`src/lpsa_pkg.sv`:
```
// Shared types, constants and functions of the log power spectrum averager.
// Depends on nothing; every other file imports it.
package lpsa_pkg;

  localparam int FRAME_POINTS_DEF  = 1024;
  localparam int AVERAGE_DEPTH_DEF = 10;

  localparam int IN_W       = 42;
  localparam int HALF_W     = IN_W / 2;
  localparam int PWR_W      = 2 * IN_W;
  localparam int DB_W       = 8;
  localparam int DB_CODES   = 1 << DB_W;
  localparam int POS_W      = 10;
  localparam int BIN_MAX_W  = 13;
  localparam int SLOT_MAX_W = 4;
  localparam int BIG_W      = 864;

  typedef struct packed {
    logic signed [IN_W-1:0]  re;
    logic signed [IN_W-1:0]  im;
    logic [BIN_MAX_W-1:0]    bin;
    logic [SLOT_MAX_W-1:0]   slot;
    logic [POS_W-1:0]        disp;
    logic                    last;
    logic                    had_prior;
    logic                    old_valid;
    logic [SLOT_MAX_W:0]     divisor;
  } job_t;

  // Magnitude of a two's complement value; the most negative value maps to 2^(IN_W-1).
  function automatic logic [IN_W-1:0] magnitude(input logic [IN_W-1:0] v);
    return v[IN_W-1] ? (~v + IN_W'(1)) : v;
  endfunction

  // Smallest power P with P^10 >= 10^k, so floor(10*log10(P)) >= k exactly;
  // saturates to all ones when no power of PWR_W bits reaches it.
  function automatic logic [PWR_W-1:0] db_threshold(input int k);
    logic [BIG_W-1:0] lim;
    logic [BIG_W-1:0] c;
    logic [BIG_W-1:0] c2;
    logic [BIG_W-1:0] c4;
    logic [BIG_W-1:0] c8;
    logic [BIG_W-1:0] c10;
    logic [PWR_W-1:0] t;
    logic [PWR_W-1:0] cand;
    lim = BIG_W'(1);
    for (int i = 0; i < k; i++) begin
      lim = lim * BIG_W'(10);
    end
    t = '0;
    for (int b = PWR_W - 1; b >= 0; b--) begin
      cand    = t;
      cand[b] = 1'b1;
      c       = BIG_W'(cand);
      c2      = c * c;
      c4      = c2 * c2;
      c8      = c4 * c4;
      c10     = c8 * c2;
      if (c10 < lim) begin
        t = cand;
      end
    end
    if (&t) begin
      return '1;
    end
    return t + PWR_W'(1);
  endfunction

endpackage

```
`src/lpsa_fifo.sv`:
```
// Two-entry job queue between front and back end.
// Depends on lpsa_pkg.
module lpsa_fifo
  import lpsa_pkg::*;
(
  input  logic clk_i,
  input  logic rst_ni,
  input  logic push_valid_i,
  output logic push_ready_o,
  input  job_t push_job_i,
  output logic pop_valid_o,
  input  logic pop_i,
  output job_t pop_job_o
);

  job_t       slots_q [2];
  logic       wr_q, rd_q;
  logic [1:0] cnt_q;
  logic       push;

  assign push_ready_o = (cnt_q != 2'd2);
  assign pop_valid_o  = (cnt_q != 2'd0);
  assign push         = push_valid_i && push_ready_o;
  assign pop_job_o    = slots_q[rd_q];

  always_ff @(posedge clk_i) begin
    if (push) begin
      slots_q[wr_q] <= push_job_i;
    end
  end

  always_ff @(posedge clk_i or negedge rst_ni) begin
    if (!rst_ni) begin
      wr_q  <= 1'b0;
      rd_q  <= 1'b0;
      cnt_q <= 2'd0;
    end else begin
      if (push) begin
        wr_q <= ~wr_q;
      end
      if (pop_i) begin
        rd_q <= ~rd_q;
      end
      cnt_q <= cnt_q + {1'b0, push} - {1'b0, pop_i};
    end
  end

endmodule

```
`config.mk`:
```
export PLATFORM = sky130hd
export DESIGN_NAME = lpsa_fifo
export DESIGN_NICKNAME = d
export VERILOG_FILES = /design/src/lpsa_pkg.sv /design/src/lpsa_fifo.sv
export SDC_FILE = /design/constraint.sdc
export NUM_CORES = 1
export LEC_CHECK = 0
export ABC_CLOCK_PERIOD_IN_PS = 8400
export BUFFER_PORTS_ARGS = -buffer_cell sky130_fd_sc_hd__buf_2
export CORE_MARGIN = 3
export CORE_UTILIZATION = 40
export DETAILED_ROUTE_END_ITERATION = 16
export SLEW_MARGIN = 0
export SYNTH_ARGS = -nofsm -noshare
export SYNTH_HDL_FRONTEND = slang
export SYNTH_SLANG_ARGS = --single-unit
```
`constraint.sdc`:
```
create_clock -name clk_i -period 8.4 [get_ports clk_i]
set_input_delay 0.84 -clock clk_i [delete_from_list [all_inputs] [get_ports clk_i]]
set_output_delay 0.84 -clock clk_i [all_outputs]
set_load 0.01 [all_outputs]
```
==> results by group <==
Detailed routing
  – DRT Pass-1 Iters: 4
  – Detail Route Antenna Nets: 0
  – Initial DRC Count: a little under 200
  – Wirelength per Cell: roughly 18 um
  – Via Count: about 4500
  – Number of remaining DRC errors: 0
  – Detailed Route WL: 17000 um
  – Vias per Instance: roughly 4.8

Floorplanning
  – # rows: 53
  – Total die area: about 24000 um^2
  – Chip Height: approximately 150 um
  – I/O pins: 244
  – Starting Density: 0.4129
  – Area of the core: roughly 21000 um^2
  – Die W: approximately 150 um

Yosys
  – Syn. warnings: 0
  – Synthesized area: a little under 9000 um^2
  – Syn_area_per_cell: 22.78 um^2
  – Yosys top cell by area: edfxtp_1
  – Net count after synthesis: 511
  – Register bit total from synthesis: between 200 and 250
  – Post-synth EDFFs: around 240
  – Largest cells by area after synthesis: edfxtp_1 81%, mux2_2 15%, buf_6 1.4%
  – Synth unique cells: 16
  – Sequential share of the synthesized area: 0.8219
  – Ys async rst share: 0.01653
  – Top_reg_cell synth: edfxtp_1
  – Share of the synthesized area in the top cell type: 0.8106
  – Post-synthesis cell count: 387

Clocking
  – CTS resizes: 0
  – H-tree levels: 1
  – Post-CTS Setup Repair Bufs: 0
  – Clock transition at path regs: 0.06 ns
  – Hold buffer count at CTS: 0
  – Max Root-Sink Buffers: 3
  – Clock latency on the worst-skew pair: 0.51 ns
  – Clk sink count: 242
  – CTS root buf: clkbuf_16
  – CTS tree: yes
  – CTS Buf Count: 25

Final layout
  – ANT cells: 0
  – Commonest non-fill, non-tap cell in the layout: buf_2
  – Layout cells sized above 1: 0.6042
  – Most frequent cells in the layout: 243 x buf_2, 238 x edfxtp_1, 119 x mux2_2
  – Post-Layout Cell Count: between 900 and 1000
  – Nets@finish: approximately 770
  – Finished Core Util: 0.5168
  – Area growth, synth to finish: 25.16%
  – Layout fillers: about 1800

Setup path
  – Crit start category: flip-flop
  – Slowest CP cell: dfrtp_4
  – Crit-path leading delay family: flip-flops
  – Required time of the critical path: 7.56 ns
  – CP startpoint: rd_q
  – Worst setup EP type: primary output
  – CP max stage delay: ~0.95 ns
  – WP data arrival: just under 3 ns
  – Worst path cell trace: buf_4 -> mux2_2 -> buf_2
  – Crit path buf inv count: 2
  – Crit path kind: flip-flop to primary output
  – RR Startpoint: cnt_q[0]
  – Crit path max fanout: 62

Global route
  – Vias in the first global route: between 4000 and 5000
  – First-pass GRT wire length: approximately 26000 um
  – Largest net degree at the start of global routing: 70
  – Grt total ovfl: 0
  – Antenna violations before repair: 2
  – Total GRT Usage: 0.1356

Timing
  – Slew @ Worst Pin: 0.9294 ns
  – Setup TNS: 0 ns
  – RSZ-0062 raised after global routing: no
  – Skew final: roughly 0.011 ns
  – Final Hold Viols: 0
  – Final setup vio count: 0
  – Fin crit share: 0.4472
  – Post-layout minimum cycle time: approximately 3.8 ns
  – Rel. slew slack: 0.3804
  – FMAX: ~270 MHz
  – Final Max Tran Viols: 0

Place
  – RD Place Congestion: 0.7304
  – Placed wire-length estimate: 11160 um
  – Dpl cells: about 900
  – IO Port Bufs: approximately 240

Pwr
  – Power density over the cells: ~350 nW/um^2
  – VDD IR-drop max: 187.2 uV
  – Pleak: between 4 and 5 nW

Job
  – Max_cap viols: 0

Outcome
  – Status: finished, final reports clean

Worst hold path
  – Hold crit path type: primary input to asynchronous set/reset pin
-- final timing paths --
| path | end | slack (ns) | cells past startpoint |
|---|---|---|---|
| min | cnt_q[0] | 0.12 | 1 |
| max | pop_job_o[113] | 4.64 | 3 |
| min reg2reg | cnt_q[0] | 0.55 | 1 |
| min in group clk_i | slots_q[0][109] | 0.51 | 1 |
| max reg2reg | slots_q[1][56] | 5.89 | 3 |
| max in group asynchronous | rd_q | 8.14 | 1 |
-- sequential cells by signal, summed over array words and instances, names as in the netlist --
signal	count
rd_q	1
wr_q	1
slots_q	238
cnt_q	2
-- through the flow --
| step | power, mW | setup slack (ns) | area (um^2) | hold WS (ns) |
|---|---|---|---|---|
| finish | 3.809 | 4.643 | 11040 | 0.1202 |
| detailed placement | 2.858 | 5.161 | 10290 | 0.5445 |
| global route | 4.007 | 4.493 | 11040 | 0.09828 |
| global placement | 2.836 | 5.183 | 10290 | 0.5242 |
| floorplan | 2.500 | 1.907 | 8817 | 0.4608 |
| CTS | 3.876 | 4.588 | 11040 | 0.09488 |
-- where the power goes --
part,switching (mW),internal [mW],total [mW]
logic,0.552,0.484,1.04
registers,0.117,1.65,1.77
clock network,0.425,0.577,1.00
total,1.09,2.71,3.81
-- cell families after synthesis --
kind of cell / after synthesis / synth area share
DFF: 242 / 0.8219
adders and majority gates: 1 / 0.001419
and+or+nand+nor: 6 / 0.003832
muxes: 119 / 0.1520
xor gates and xnor gates: 4 / 0.003974
AOI/OAI and AO/OA: 2 / 0.001702
buffers and inverters: 13 / 0.01518
-- routing by layer --
metal  share of wire  global-route usage  up-vias
met3           0.092             0.04505       35
met5          0.0019                   0        -
met1            0.40              0.1695     2199
met4           0.021             0.03532        4
met2            0.49              0.2286      189
li1                -                   -     2072
-- cells in the mapped netlist (2+ instances only) --
library cell / count
edfxtp_1: 238
dfrtp_1: 4
xnor2_1: 3
buf_6: 11
mux2_2: 119
buf_2: 2
-- final cells by class --
class	instances	area [um^2]	share of cell area
multi-input combinational	132	1449	0.1313
clock inverter	15	97.59	0.008844
clock buffer	31	648.1	0.05873
timing repair buffer	247	1246	0.1129
sequential	242	7251	0.6570
tap	275	344.1	0.03118
Power figures use the tool's default switching activity.
