==> src/lpsa_pkg.sv <==
// Shared types, constants and functions of the log power spectrum averager.
// Depends on nothing; every other file imports it.
package lpsa_pkg;

  localparam int FRAME_POINTS_DEF  = 1024;
  localparam int AVERAGE_DEPTH_DEF = 10;

  localparam int IN_W       = 42;
  localparam int HALF_W     = IN_W / 2;
  localparam int PWR_W      = 2 * IN_W;
  localparam int DB_W       = 8;
  localparam int DB_CODES   = 1 << DB_W;
  localparam int POS_W      = 10;
  localparam int BIN_MAX_W  = 13;
  localparam int SLOT_MAX_W = 4;
  localparam int BIG_W      = 864;

  typedef struct packed {
    logic signed [IN_W-1:0]  re;
    logic signed [IN_W-1:0]  im;
    logic [BIN_MAX_W-1:0]    bin;
    logic [SLOT_MAX_W-1:0]   slot;
    logic [POS_W-1:0]        disp;
    logic                    last;
    logic                    had_prior;
    logic                    old_valid;
    logic [SLOT_MAX_W:0]     divisor;
  } job_t;

  // Magnitude of a two's complement value; the most negative value maps to 2^(IN_W-1).
  function automatic logic [IN_W-1:0] magnitude(input logic [IN_W-1:0] v);
    return v[IN_W-1] ? (~v + IN_W'(1)) : v;
  endfunction

  // Smallest power P with P^10 >= 10^k, so floor(10*log10(P)) >= k exactly;
  // saturates to all ones when no power of PWR_W bits reaches it.
  function automatic logic [PWR_W-1:0] db_threshold(input int k);
    logic [BIG_W-1:0] lim;
    logic [BIG_W-1:0] c;
    logic [BIG_W-1:0] c2;
    logic [BIG_W-1:0] c4;
    logic [BIG_W-1:0] c8;
    logic [BIG_W-1:0] c10;
    logic [PWR_W-1:0] t;
    logic [PWR_W-1:0] cand;
    lim = BIG_W'(1);
    for (int i = 0; i < k; i++) begin
      lim = lim * BIG_W'(10);
    end
    t = '0;
    for (int b = PWR_W - 1; b >= 0; b--) begin
      cand    = t;
      cand[b] = 1'b1;
      c       = BIG_W'(cand);
      c2      = c * c;
      c4      = c2 * c2;
      c8      = c4 * c4;
      c10     = c8 * c2;
      if (c10 < lim) begin
        t = cand;
      end
    end
    if (&t) begin
      return '1;
    end
    return t + PWR_W'(1);
  endfunction

endpackage

==> src/lpsa_front.sv <==
// Front end: accepts bins, tracks bin, ring slot and frame count, builds jobs.
// Depends on lpsa_pkg.
module lpsa_front
  import lpsa_pkg::*;
#(
  parameter int FRAME_POINTS  = FRAME_POINTS_DEF,
  parameter int AVERAGE_DEPTH = AVERAGE_DEPTH_DEF
) (
  input  logic              clk_i,
  input  logic              rst_ni,
  input  logic              in_valid_i,
  input  logic [IN_W-1:0]   in_re_i,
  input  logic [IN_W-1:0]   in_im_i,
  input  logic              push_ready_i,
  output logic              push_valid_o,
  output job_t              push_job_o
);

  localparam int BIN_W  = $clog2(FRAME_POINTS);
  localparam int SLOT_W = (AVERAGE_DEPTH > 1) ? $clog2(AVERAGE_DEPTH) : 1;
  localparam int DIV_W  = SLOT_W + 1;

  logic [BIN_W-1:0]  bin_q, bin_d;
  logic [SLOT_W-1:0] slot_q, slot_d;
  logic [SLOT_W-1:0] seen_q, seen_d;
  logic              full_q, full_d;
  logic              last;
  logic              take;
  logic [BIN_W:0]    shifted;
  logic [BIN_W:0]    pos;

  assign take = in_valid_i && push_ready_i;
  assign last = (bin_q == BIN_W'(FRAME_POINTS - 1));

  // Shift by half a frame; the sum stays below twice the frame size.
  assign shifted = {1'b0, bin_q} + (BIN_W + 1)'(FRAME_POINTS / 2);
  assign pos = (shifted >= (BIN_W + 1)'(FRAME_POINTS)) ?
               shifted - (BIN_W + 1)'(FRAME_POINTS) : shifted;

  always_comb begin
    bin_d  = bin_q;
    slot_d = slot_q;
    seen_d = seen_q;
    full_d = full_q;
    if (take) begin
      if (last) begin
        bin_d  = '0;
        slot_d = (slot_q == SLOT_W'(AVERAGE_DEPTH - 1)) ? '0 : slot_q + SLOT_W'(1);
        if (slot_q == SLOT_W'(AVERAGE_DEPTH - 1)) begin
          full_d = 1'b1;
        end
        if (seen_q != SLOT_W'(AVERAGE_DEPTH - 1)) begin
          seen_d = seen_q + SLOT_W'(1);
        end
      end else begin
        bin_d = bin_q + BIN_W'(1);
      end
    end
  end

  always_ff @(posedge clk_i or negedge rst_ni) begin
    if (!rst_ni) begin
      bin_q  <= '0;
      slot_q <= '0;
      seen_q <= '0;
      full_q <= 1'b0;
    end else begin
      bin_q  <= bin_d;
      slot_q <= slot_d;
      seen_q <= seen_d;
      full_q <= full_d;
    end
  end

  always_comb begin
    push_job_o           = '0;
    push_job_o.re        = in_re_i;
    push_job_o.im        = in_im_i;
    push_job_o.bin       = BIN_MAX_W'(bin_q);
    push_job_o.slot      = SLOT_MAX_W'(slot_q);
    push_job_o.disp      = POS_W'(pos);
    push_job_o.last      = last;
    push_job_o.had_prior = (slot_q != '0) || full_q;
    push_job_o.old_valid = full_q;
    push_job_o.divisor   = (SLOT_MAX_W + 1)'(DIV_W'(seen_q) + DIV_W'(1));
  end

  assign push_valid_o = in_valid_i;

endmodule

==> config.mk <==
export PLATFORM = sky130hd
export DESIGN_NAME = lpsa_front
export DESIGN_NICKNAME = d
export VERILOG_FILES = /design/src/lpsa_pkg.sv /design/src/lpsa_front.sv
export SDC_FILE = /design/constraint.sdc
export NUM_CORES = 1
export LEC_CHECK = 0
export ABC_AREA = 1
export BUFFER_PORTS_ARGS = -buffer_cell sky130_fd_sc_hd__buf_4
export CELL_PAD_IN_SITES_DETAIL_PLACEMENT = 0
export CELL_PAD_IN_SITES_GLOBAL_PLACEMENT = 1
export CORE_ASPECT_RATIO = 1.1
export CORE_UTILIZATION = 21
export CTS_CLUSTER_SIZE = 8
export DETAILED_ROUTE_END_ITERATION = 10
export GPL_TIMING_DRIVEN = 0
export PLACE_DENSITY = 0.79
export SYNTH_ARGS = -nofsm -noshare
export SYNTH_HDL_FRONTEND = slang
export SYNTH_SLANG_ARGS = --single-unit
==> constraint.sdc <==
create_clock -name clk_i -period 1.46 [get_ports clk_i]
set_input_delay 0.292 -clock clk_i [delete_from_list [all_inputs] [get_ports clk_i]]
set_output_delay 0.292 -clock clk_i [all_outputs]
set_load 0.005 [all_outputs]
==> impl_metrics.env, run 1 <==
export IMPL_placed_area_um2=2870
export IMPL_rsz0062_at_grt="yes"
export IMPL_route_detailed_drc=0
export IMPL_grt_first_pass_wirelength_mm=7.113
export IMPL_setup_slack_ns=-0.04857
export IMPL_yosysSeqAreaShare=0.2608
export IMPL_ios=208
export IMPL_grt_max_degree=20
export IMPL_min_period_ns=1.509
export IMPL_htree_num_levels=1
export IMPL_drive_above_1_share=0.7399
export IMPL_ant_nets=0
export IMPL_ys_seq_elements=19
export IMPL_die_h_um=99.72
export IMPL_ys_types=23
export IMPL_hold_viol_final=0
export IMPL_worstPathArrival_ns=1.22
export IMPL_grt_overflow=0
export IMPL_vdd_drop_max_mv=0.2364
export IMPL_cts_clk_slew_worst_paths_ns=0.07
export IMPL_syn_to_final_growth_pct=73.30
export IMPL_required_ns=1.17
export IMPL_post_route_cell_area_um2=3159
export IMPL_grt_pass1_vias=1609
export IMPL_routed_wl_mm=4.897
export IMPL_endpoint_kind="output port"
export IMPL_postLayoutCoreUtil=0.3757
export IMPL_clock_path_buffers=2
export IMPL_rows=35
export IMPL_setup_tns_ns=-0.1159
export IMPL_numCtsBuffers=3
export IMPL_grt_busiest_layer="met2"
export IMPL_critical_path_startpoint_type="flip-flop"
export IMPL_post_drt_via_cell_ratio=3.762
export IMPL_synth_avg_cell_area_um2=7.961
export IMPL_initial_core_util=0.2168
export IMPL_grtUsageTotal=0.09704
export IMPL_worst_setup_path_type="reg -> out"
export IMPL_critPathMaxFanout=6
export IMPL_hp_class="in -> reg"
export IMPL_coreArea_um2=8408
export IMPL_wl_per_cell_um=10.12
export IMPL_slew_violations=0
export IMPL_num_nets_final=465
export IMPL_fmax_mhz=662.9
export IMPL_antenna_found_initial=0
export IMPL_grt_use_met1=0.1019
export IMPL_clk_latency_ns=0.25
export IMPL_numPortBuffers=120
export IMPL_final_cells=484
export IMPL_drtPass1Iterations=4
export IMPL_tritoncts="yes"
export IMPL_drv_cap=0
export IMPL_violations="negative setup slack"
export IMPL_finalCritPeriodShare=1.033
export IMPL_p_leak_nw=1.738
export IMPL_clock_skew_ns=0.0007367
export IMPL_ys_warn_count=0
export IMPL_die_w_um=90.84
export IMPL_antenna_cells=0
export IMPL_gp_congestion=0.7690
export IMPL_synth_area_um2=1823
export IMPL_vias=1821
export IMPL_clock_sinks=19
export IMPL_setup_viol=3
export IMPL_root_buffer="clkbuf_8"
export IMPL_met2_usage=0.1841
export IMPL_placed_cells=462
export IMPL_powerDensity_nw_per_um2=622.8
export IMPL_hpwl_mm=3.976
export IMPL_synth_cells=229
export IMPL_dieArea_um2=9058
export IMPL_outcome="finished with violations"
export IMPL_drt_iter0_markers=12
export IMPL_fin_hold_ws_ns=0.3978
export IMPL_use_met3=0.03517
[sequential cells by signal (all words and copies together), names as in the netlist]
signal	flops
slot_q	4
bin_q	10
full_q	1
seen_q	4
[final cells by class]
| cell class | count | area, um2 |
|---|---|---|
| plain buffers | 98 | 735.7 |
| clock buffers | 4 | 45.04 |
| fillers | 872 | 5249 |
| inverters | 16 | 62.56 |
| multi-input cells | 97 | 629.4 |
| flip-flops and latches | 19 | 483.0 |
| well taps | 111 | 138.9 |
| repair buffers | 139 | 1065 |
[cell usage after synthesis]
cell	n	area share
nor3_1	1	0.0027
xnor2_1	4	0.019
nor2_4	4	0.025
xor2_1	4	0.019
o21bai_2	1	0.0062
nand3b_1	1	0.0041
conb_1	1	0.0021
nand2_2	5	0.017
ha_1	3	0.021
inv_2	1	0.0021
nand2_1	26	0.054
inv_1	15	0.031
nand3_1	15	0.041
dfrtp_1	19	0.26
nand2_4	1	0.0062
o21ai_0	6	0.016
nand3_2	2	0.011
a21o_1	1	0.0041
o21ai_1	1	0.0027
nand4_1	2	0.0069
buf_4	99	0.41
nor2_1	13	0.027
nor2_2	4	0.014
[cells by family after synthesis]
kind of cell | count (synthesis) | share of synthesized area
and+or+nand+nor | 74 | 0.2080
adders and majority gates | 3 | 0.02059
buffers and inverters | 115 | 0.4406
DFF | 19 | 0.2608
xor gates and xnor gates | 8 | 0.03843
AOI/OAI and AO/OA | 9 | 0.02951
other | 1 | 0.002057
[report_power, final]
group / switching (mW) / internal [mW] / leakage (nW)
sequential: 0.0552 / 0.589 / 0.230
combinational: 0.326 / 0.631 / 1.48
clock: 0.172 / 0.194 / 0.0228
[worst paths after layout]
check	start	endpoint	slack (ns)	depth (start not counted)
max	bin_q[4]	push_job_o[7]	-0.05	5
min	push_ready_i	bin_q[1]	0.40	4
max in group asynchronous	rst_ni	slot_q[3]	0.79	2
min reg2reg	seen_q[3]	seen_q[3]	0.48	2
min in group asynchronous	rst_ni	bin_q[3]	0.45	2
max reg2reg	bin_q[1]	seen_q[2]	-0.03	9
[metal layers]
layer	wire length (um)	vias to the layer above
met2	2614	124
met1	1662	800
met4	14	0
met5	0	-
li1	-	895
met3	606	2
[critical path, cell delays in order, from the launching register on]
cell	delay [ns]
dfrtp_2	0.43
nand2_2	0.08
nor2_4	0.17
nand2_4	0.08
nor2_4	0.10
buf_6	0.10
[per-stage QoR]
step	total power [mW]	worst slack, ns
2_1_floorplan	1.094	0.1339
3_3_place_gp	1.497	-0.06902
3_5_place_dp	1.512	-0.07715
4_1_cts	1.975	-0.09360
5_1_grt	2.106	-0.1328
6_report	1.968	-0.04857
[cell usage in the layout (no fill, tap or decap), types with 3 or more instances in the layout]
cell and count:
nand3_2 5, nand3_1 12, o21ai_0 6, dfrtp_1 13
clkbuf_8 3, nor2_4 6, dfrtp_2 6, nand2_2 4
buf_6 5, conb_1 3, nand2_1 26, inv_2 4
xnor2_1 4, inv_1 11, buf_4 231, nor2_1 13
[repair_timing]
action,in CTS,in global routing
endpoints found under the hold margin,19,0
endpoints found under the setup margin,5,16
pin swaps,4,2
cloned,0,0
hold buffers,1,0
resized for setup,13,16
buffers inserted,15,3
Note: power is estimated with default switching activity, not from simulation.
==> inputs of run 2 (changes only) <==
--- a/config.mk
+++ b/config.mk
@@ -10,11 +10,14 @@
 export CELL_PAD_IN_SITES_DETAIL_PLACEMENT = 0
 export CELL_PAD_IN_SITES_GLOBAL_PLACEMENT = 1
 export CORE_ASPECT_RATIO = 1.1
+export CORE_MARGIN = 2
 export CORE_UTILIZATION = 21
 export CTS_CLUSTER_SIZE = 8
 export DETAILED_ROUTE_END_ITERATION = 10
 export GPL_TIMING_DRIVEN = 0
 export PLACE_DENSITY = 0.79
+export RECOVER_POWER = 25
+export SKIP_CTS_REPAIR_TIMING = 1
 export SYNTH_ARGS = -nofsm -noshare
 export SYNTH_HDL_FRONTEND = slang
 export SYNTH_SLANG_ARGS = --single-unit
==> run 2 against run 1 <==
- the run still ends with negative setup slack left
- flip-flop and latch count did not move
- hold slack got worse by 0.0031 ns
- clock-buffer cell count did not move
- combinational power fell by 1%
- core utilization fell by 0.31 points
- maximum frequency fell by 7.6%
- clock power rose by 3%
- critical path type unchanged
- largest cell class unchanged
==> impl_metrics.env, run 2 (synthesis gave the netlist of run 1 again) <==
export IMPL_rows=35
export IMPL_rsz0062_at_grt="yes"
export IMPL_reg_top3="bin_q (10), seen_q (4), slot_q (4)"
export IMPL_ios=208
export IMPL_root_buffer="clkbuf_8"
export IMPL_clock_path_buffers=2
export IMPL_numCtsBuffers=3
export IMPL_htree_num_levels=1
export IMPL_place_ws_ns=-0.07342
export IMPL_grt_max_degree=20
export IMPL_grtUsageTotal=0.09373
export IMPL_vias=1825
export IMPL_syn_to_final_growth_pct=71.86
export IMPL_tritoncts="yes"
export IMPL_critPathMaxFanout=4
export IMPL_outcome="finished with violations"
export IMPL_violations="negative setup slack"
export IMPL_initial_core_util=0.2168
export IMPL_grt_first_pass_wirelength_mm=7.024
export IMPL_top_register="bin_q"
export IMPL_antenna_cells=0
export IMPL_largest_reg_flops=10
export IMPL_grt_overflow=0
export IMPL_path_cells="ha_2 -> inv_2 -> nor2_4 -> nand2_4 -> nor2_4 -> buf_6"
export IMPL_grt_pass1_vias=1552
export IMPL_placed_area_um2=2870
export IMPL_drtPass1Iterations=4
export IMPL_vdd_drop_max_mv=0.2401
export IMPL_drive_above_1_share=0.7514
export IMPL_cts_clk_slew_worst_paths_ns=0.07
export IMPL_wl_per_cell_um=11.04
export IMPL_final_common_cell="buf_4"
export IMPL_fin_hold_ws_ns=0.3948
export IMPL_endpoint_kind="output port"
export IMPL_finalCritPeriodShare=1.118
export IMPL_drv_cap=0
export IMPL_setup_viol=2
export IMPL_hpwl_mm=4.352
export IMPL_slew_violations=0
export IMPL_slowest_stage="dfrtp_1"
export IMPL_worstPathArrival_ns=1.34
export IMPL_coreArea_um2=8408
export IMPL_ant_nets=0
export IMPL_required_ns=1.17
export IMPL_total_power_mw=1.992
export IMPL_p_leak_nw=1.710
export IMPL_worst_setup_path_type="reg -> out"
export IMPL_final_cell_mix="215 x buf_4, 25 x nand2_1, 15 x clkbuf_4"
export IMPL_hold_viol_final=0
export IMPL_hp_class="in -> reg"
export IMPL_numPortBuffers=120
export IMPL_clock_sinks=19
export IMPL_slew_headroom=0.6519
export IMPL_min_period_ns=1.632
export IMPL_die_w_um=92.84
export IMPL_setup_tns_ns=-0.1899
export IMPL_antenna_found_initial=0
export IMPL_dieArea_um2=9443
export IMPL_clk_latency_ns=0.25
export IMPL_die_h_um=101.7
export IMPL_critical_path_startpoint_type="flip-flop"
export IMPL_num_nets_final=462
export IMPL_drt_iter0_markers=24
export IMPL_powerDensity_nw_per_um2=635.7
export IMPL_path_common_cell="nor2_4"
export IMPL_routed_wl_mm=5.311
export IMPL_fmax_mhz=612.6
export IMPL_post_drt_via_cell_ratio=3.794
export IMPL_cpPeakStageDelay_ns=0.39
export IMPL_route_detailed_drc=0
export IMPL_worstMarginPinSlew_ns=0.5221
export IMPL_post_route_cell_area_um2=3133
export IMPL_gp_congestion=0.8121
export IMPL_clock_skew_ns=0.002026
export IMPL_setup_slack_ns=-0.1723
[run 2: critical path, delay by kind of cell, from the launching register on]
kind                       cells  cell delay (ns)
DFF                            1             0.39
and+or+nand+nor                3             0.34
adders and majority gates      1             0.19
buffers and inverters          2             0.16
[run 2: per-stage QoR]
stage,instances,util
2_1_floorplan,231,-
3_3_place_gp,462,0.3414
3_5_place_dp,462,0.3414
4_1_cts,466,0.3467
5_1_grt,481,0.3726
6_report,481,0.3726
[run 2: worst paths after layout]
path | cells after the start | startpoint | slack, ns | to
max reg2reg | 8 | bin_q[1] | 0 | seen_q[1]
min reg2reg | 2 | seen_q[3] | 0.48 | seen_q[3]
max | 6 | bin_q[1] | -0.17 | push_job_o[7]
min in group asynchronous | 2 | rst_ni | 0.55 | bin_q[9]
min | 4 | push_ready_i | 0.39 | bin_q[1]
max in group asynchronous | 2 | rst_ni | 0.53 | bin_q[3]
[run 2: final cells by class]
class,count,area [um2]
sequential,19,488.0
inverter,16,60.06
buffer,98,735.7
clock buffer,4,45.04
tap,111,138.9
fill,891,5275
multi-input combinational,97,636.9
timing repair buffer,136,1028
[run 2: report_power, final]
group	leakage, nW	internal (mW)	switching (mW)	total, mW
sequential	0.227	0.592	0.0787	0.671
combinational	1.46	0.641	0.304	0.945
clock	0.0228	0.194	0.182	0.376
[run 2: metal layers]
layer / up-vias / track usage / wire length [um]
met1: 806 / 0.1056 / 1807
met5: - / 0 / 0
met2: 133 / 0.1616 / 2728
met3: 4 / 0.04464 / 755
li1: 882 / - / -
met4: 0 / 0.02149 / 21
==> inputs of run 3 (changes only) <==
--- a/config.mk
+++ b/config.mk
@@ -5,7 +5,7 @@
 export SDC_FILE = /design/constraint.sdc
 export NUM_CORES = 1
 export LEC_CHECK = 0
-export ABC_AREA = 1
+export ABC_AREA = 0
 export BUFFER_PORTS_ARGS = -buffer_cell sky130_fd_sc_hd__buf_4
 export CELL_PAD_IN_SITES_DETAIL_PLACEMENT = 0
 export CELL_PAD_IN_SITES_GLOBAL_PLACEMENT = 1
@@ -15,7 +15,7 @@
 export CTS_CLUSTER_SIZE = 8
 export DETAILED_ROUTE_END_ITERATION = 10
 export GPL_TIMING_DRIVEN = 0
-export PLACE_DENSITY = 0.79
+export PLACE_DENSITY = 0.81
 export RECOVER_POWER = 25
 export SKIP_CTS_REPAIR_TIMING = 1
 export SYNTH_ARGS = -nofsm -noshare
==> run 3 against run 2 <==
- the run still ends with negative setup slack left
- global-route usage is 0.71 points lower
- synthesized area is 5.8% lower
- maximum frequency is 10% lower
- core utilization is 2.7 points higher
- combinational power is 12% lower
- critical path depth is 1 lower
- synthesized cell count is 16% lower
- clock power is 1% lower
- hold slack better by 0.099 ns
- clock-buffer cell count stayed put
- critical path type unchanged
- largest cell class unchanged
==> impl_metrics.env, run 3 <==
export IMPL_postLayoutCoreUtil=0.3993
export IMPL_synth_top_cell_by_area="buf_4"
export IMPL_initial_core_util=0.2171
export IMPL_ys_async_sr_fraction=1.000
export IMPL_clock_path_buffers=2
export IMPL_setup_tns_ns=-2.450
export IMPL_yosysSeqAreaShare=0.2768
export IMPL_routed_wl_mm=4.635
export IMPL_grt_max_degree=20
export IMPL_die_h_um=98.86
export IMPL_fmax_mhz=550.4
export IMPL_p_leak_nw=1.703
export IMPL_rr_startpoint="bin_q[1]"
export IMPL_grt_first_pass_wirelength_mm=6.499
export IMPL_ant_nets=0
export IMPL_hpwl_mm=3.673
export IMPL_route_detailed_drc=0
export IMPL_min_period_ns=1.817
export IMPL_slew_violations=0
export IMPL_top_register="bin_q"
export IMPL_synth_cells=193
export IMPL_drtPass1Iterations=3
export IMPL_worst_setup_path_type="reg -> out"
export IMPL_numCtsBuffers=3
export IMPL_num_nets_final=431
export IMPL_ys_types=34
export IMPL_synthTopCellsByCount="99 x buf_4, 19 x dfrtp_1, 11 x nand2_1"
export IMPL_vias=1693
export IMPL_synth_avg_cell_area_um2=8.901
export IMPL_hold_viol_final=0
export IMPL_ys_seq_elements=19
export IMPL_antenna_cells=0
export IMPL_required_ns=1.17
export IMPL_slowest_stage="dfrtp_1"
export IMPL_coreArea_um2=7913
export IMPL_clock_sinks=19
export IMPL_ys_top_cells_by_area="buf_4 43%, dfrtp_1 28%, xnor2_1 4.1%, nand2_1 2.4%, ha_1 2.2%"
export IMPL_numPortBuffers=120
export IMPL_endpoint_kind="output port"
export IMPL_cp_startpoint="bin_q[1]"
export IMPL_place_ws_ns=-0.3591
export IMPL_grtUsageTotal=0.08661
export IMPL_grt_overflow=0
export IMPL_final_common_cell="buf_4"
export IMPL_ios=208
export IMPL_root_buffer="clkbuf_8"
export IMPL_post_drt_via_cell_ratio=3.787
export IMPL_worstMarginPinSlew_ns=0.5129
export IMPL_rsz0062_at_grt="yes"
export IMPL_antenna_found_initial=0
export IMPL_grt_pass1_vias=1480
export IMPL_dieArea_um2=8921
export IMPL_placed_cells=423
export IMPL_synth_most_common_cell="buf_4"
export IMPL_drv_cap=0
export IMPL_finalCritPeriodShare=1.244
export IMPL_crit_end="push_job_o[7]"
export IMPL_hold_depth=4
export IMPL_cts_clk_slew_worst_paths_ns=0.07
export IMPL_path_cells="ha_4 -> nand4_1 -> nor3_2 -> buf_4 -> buf_6"
export IMPL_rows=34
export IMPL_gp_congestion=0.7415
export IMPL_slew_headroom=0.6581
export IMPL_r2r_slack_ns=-0.18
export IMPL_clock_skew_ns=0.001332
export IMPL_hp_class="in -> reg"
export IMPL_syn_to_final_growth_pct=83.90
export IMPL_ys_warn_count=0
export IMPL_vdd_drop_max_mv=0.2678
export IMPL_critPathMaxFanout=4
export IMPL_htree_num_levels=1
export IMPL_powerDensity_nw_per_um2=597.6
export IMPL_fill_cells=818
export IMPL_ys_flop_type="dfrtp_1"
export IMPL_violations="negative setup slack"
export IMPL_wl_per_cell_um=10.37
export IMPL_setup_viol=17
export IMPL_fin_hold_ws_ns=0.4934
export IMPL_final_cell_mix="216 x buf_4, 14 x clkbuf_4, 12 x dfrtp_1"
export IMPL_synth_area_um2=1718
export IMPL_outcome="finished with violations"
export IMPL_reg2reg_depth=6
export IMPL_critical_path_startpoint_type="flip-flop"
export IMPL_final_cells=447
export IMPL_tritoncts="yes"
export IMPL_yosys_area_top_type_share=0.4326
export IMPL_reg_top3="bin_q (10), seen_q (4), slot_q (4)"
export IMPL_setup_slack_ns=-0.3569
export IMPL_cpPeakStageDelay_ns=0.42
export IMPL_clk_latency_ns=0.25
export IMPL_regToRegEndpoint="slot_q[1]"
export IMPL_drive_above_1_share=0.8112
export IMPL_synth_edff_count=0
export IMPL_worstPathArrival_ns=1.52
export IMPL_drt_iter0_markers=14
export IMPL_die_w_um=90.24
export IMPL_largest_reg_flops=10
-- run 3: cell count changes after synthesis, sizes merged, moves of 2 or more --
| cell | delta |
|---|---|
| nor2b | +2 |
| nand3 | -12 |
| nor4 | +3 |
| o21ai | -3 |
| xnor2 | +4 |
| inv | -9 |
| nor2 | -18 |
| nand2 | -21 |
| and2 | +2 |
| and3 | +2 |
| a21oi | +2 |
-- run 3: cells by family after synthesis --
logic type	share of synthesized area
mux	0.01238
buf+inv	0.4567
xor+xnor	0.06118
flops	0.2768
simple gates	0.1194
fa+ha+maj	0.02185
other cells	0.002183
compound gates	0.04953
-- run 3: per-layer routing --
| layer | global-route usage | routed length, um | vias up | share of wire |
|---|---|---|---|---|
| met1 | 0.08322 | 1512 | 764 | 0.33 |
| met5 | 0 | 0 | - | 0 |
| met2 | 0.1706 | 2553 | 116 | 0.55 |
| met4 | 0.02130 | 21 | 0 | 0.0045 |
| li1 | - | - | 811 | - |
| met3 | 0.03517 | 548 | 2 | 0.12 |
-- run 3: per-stage QoR --
stage                     area, um2  total power [mW]
after global placement         2764             1.461
after floorplan                1728             1.053
final                          3159             1.888
after detailed placement       2764             1.476
after CTS                      2809             1.860
after global routing           3159             2.014
-- run 3: worst min-delay path by stage --
stage | start | end | slack [ns]
after detailed placement | rst_ni | bin_q[4] | 0.19
after floorplan | rst_ni | bin_q[0] | -0.004
after global placement | rst_ni | bin_q[3] | 0.19
after CTS | rst_ni | bin_q[4] | -0.09
after global routing | push_ready_i | bin_q[1] | 0.53
final | push_ready_i | bin_q[1] | 0.49
-- run 3: worst max-delay path: cells and delay by family, from the launching register on --
family | cells | cell delay (ns)
AND/OR/NAND/NOR | 2 | 0.47
flip-flops | 1 | 0.42
buffers and inverters | 2 | 0.22
adder cells (fa/ha/maj) | 1 | 0.16
-- run 3: cell type report --
class	instances	area [um2]	area share
sequential	19	484.2	0.1533
buffer	100	754.5	0.2388
inverter	7	26.28	0.008317
clock buffer	4	45.04	0.01426
tap	108	135.1	0.04277
multi-input combinational	68	613.1	0.1941
timing repair buffer	141	1101	0.3485
-- run 3: report_power, final --
part	total [mW]	switching [mW]	internal (mW)
clock	0.371	0.177	0.194
combinational	0.829	0.242	0.587
sequential	0.688	0.100	0.588
total	1.89	0.519	1.37
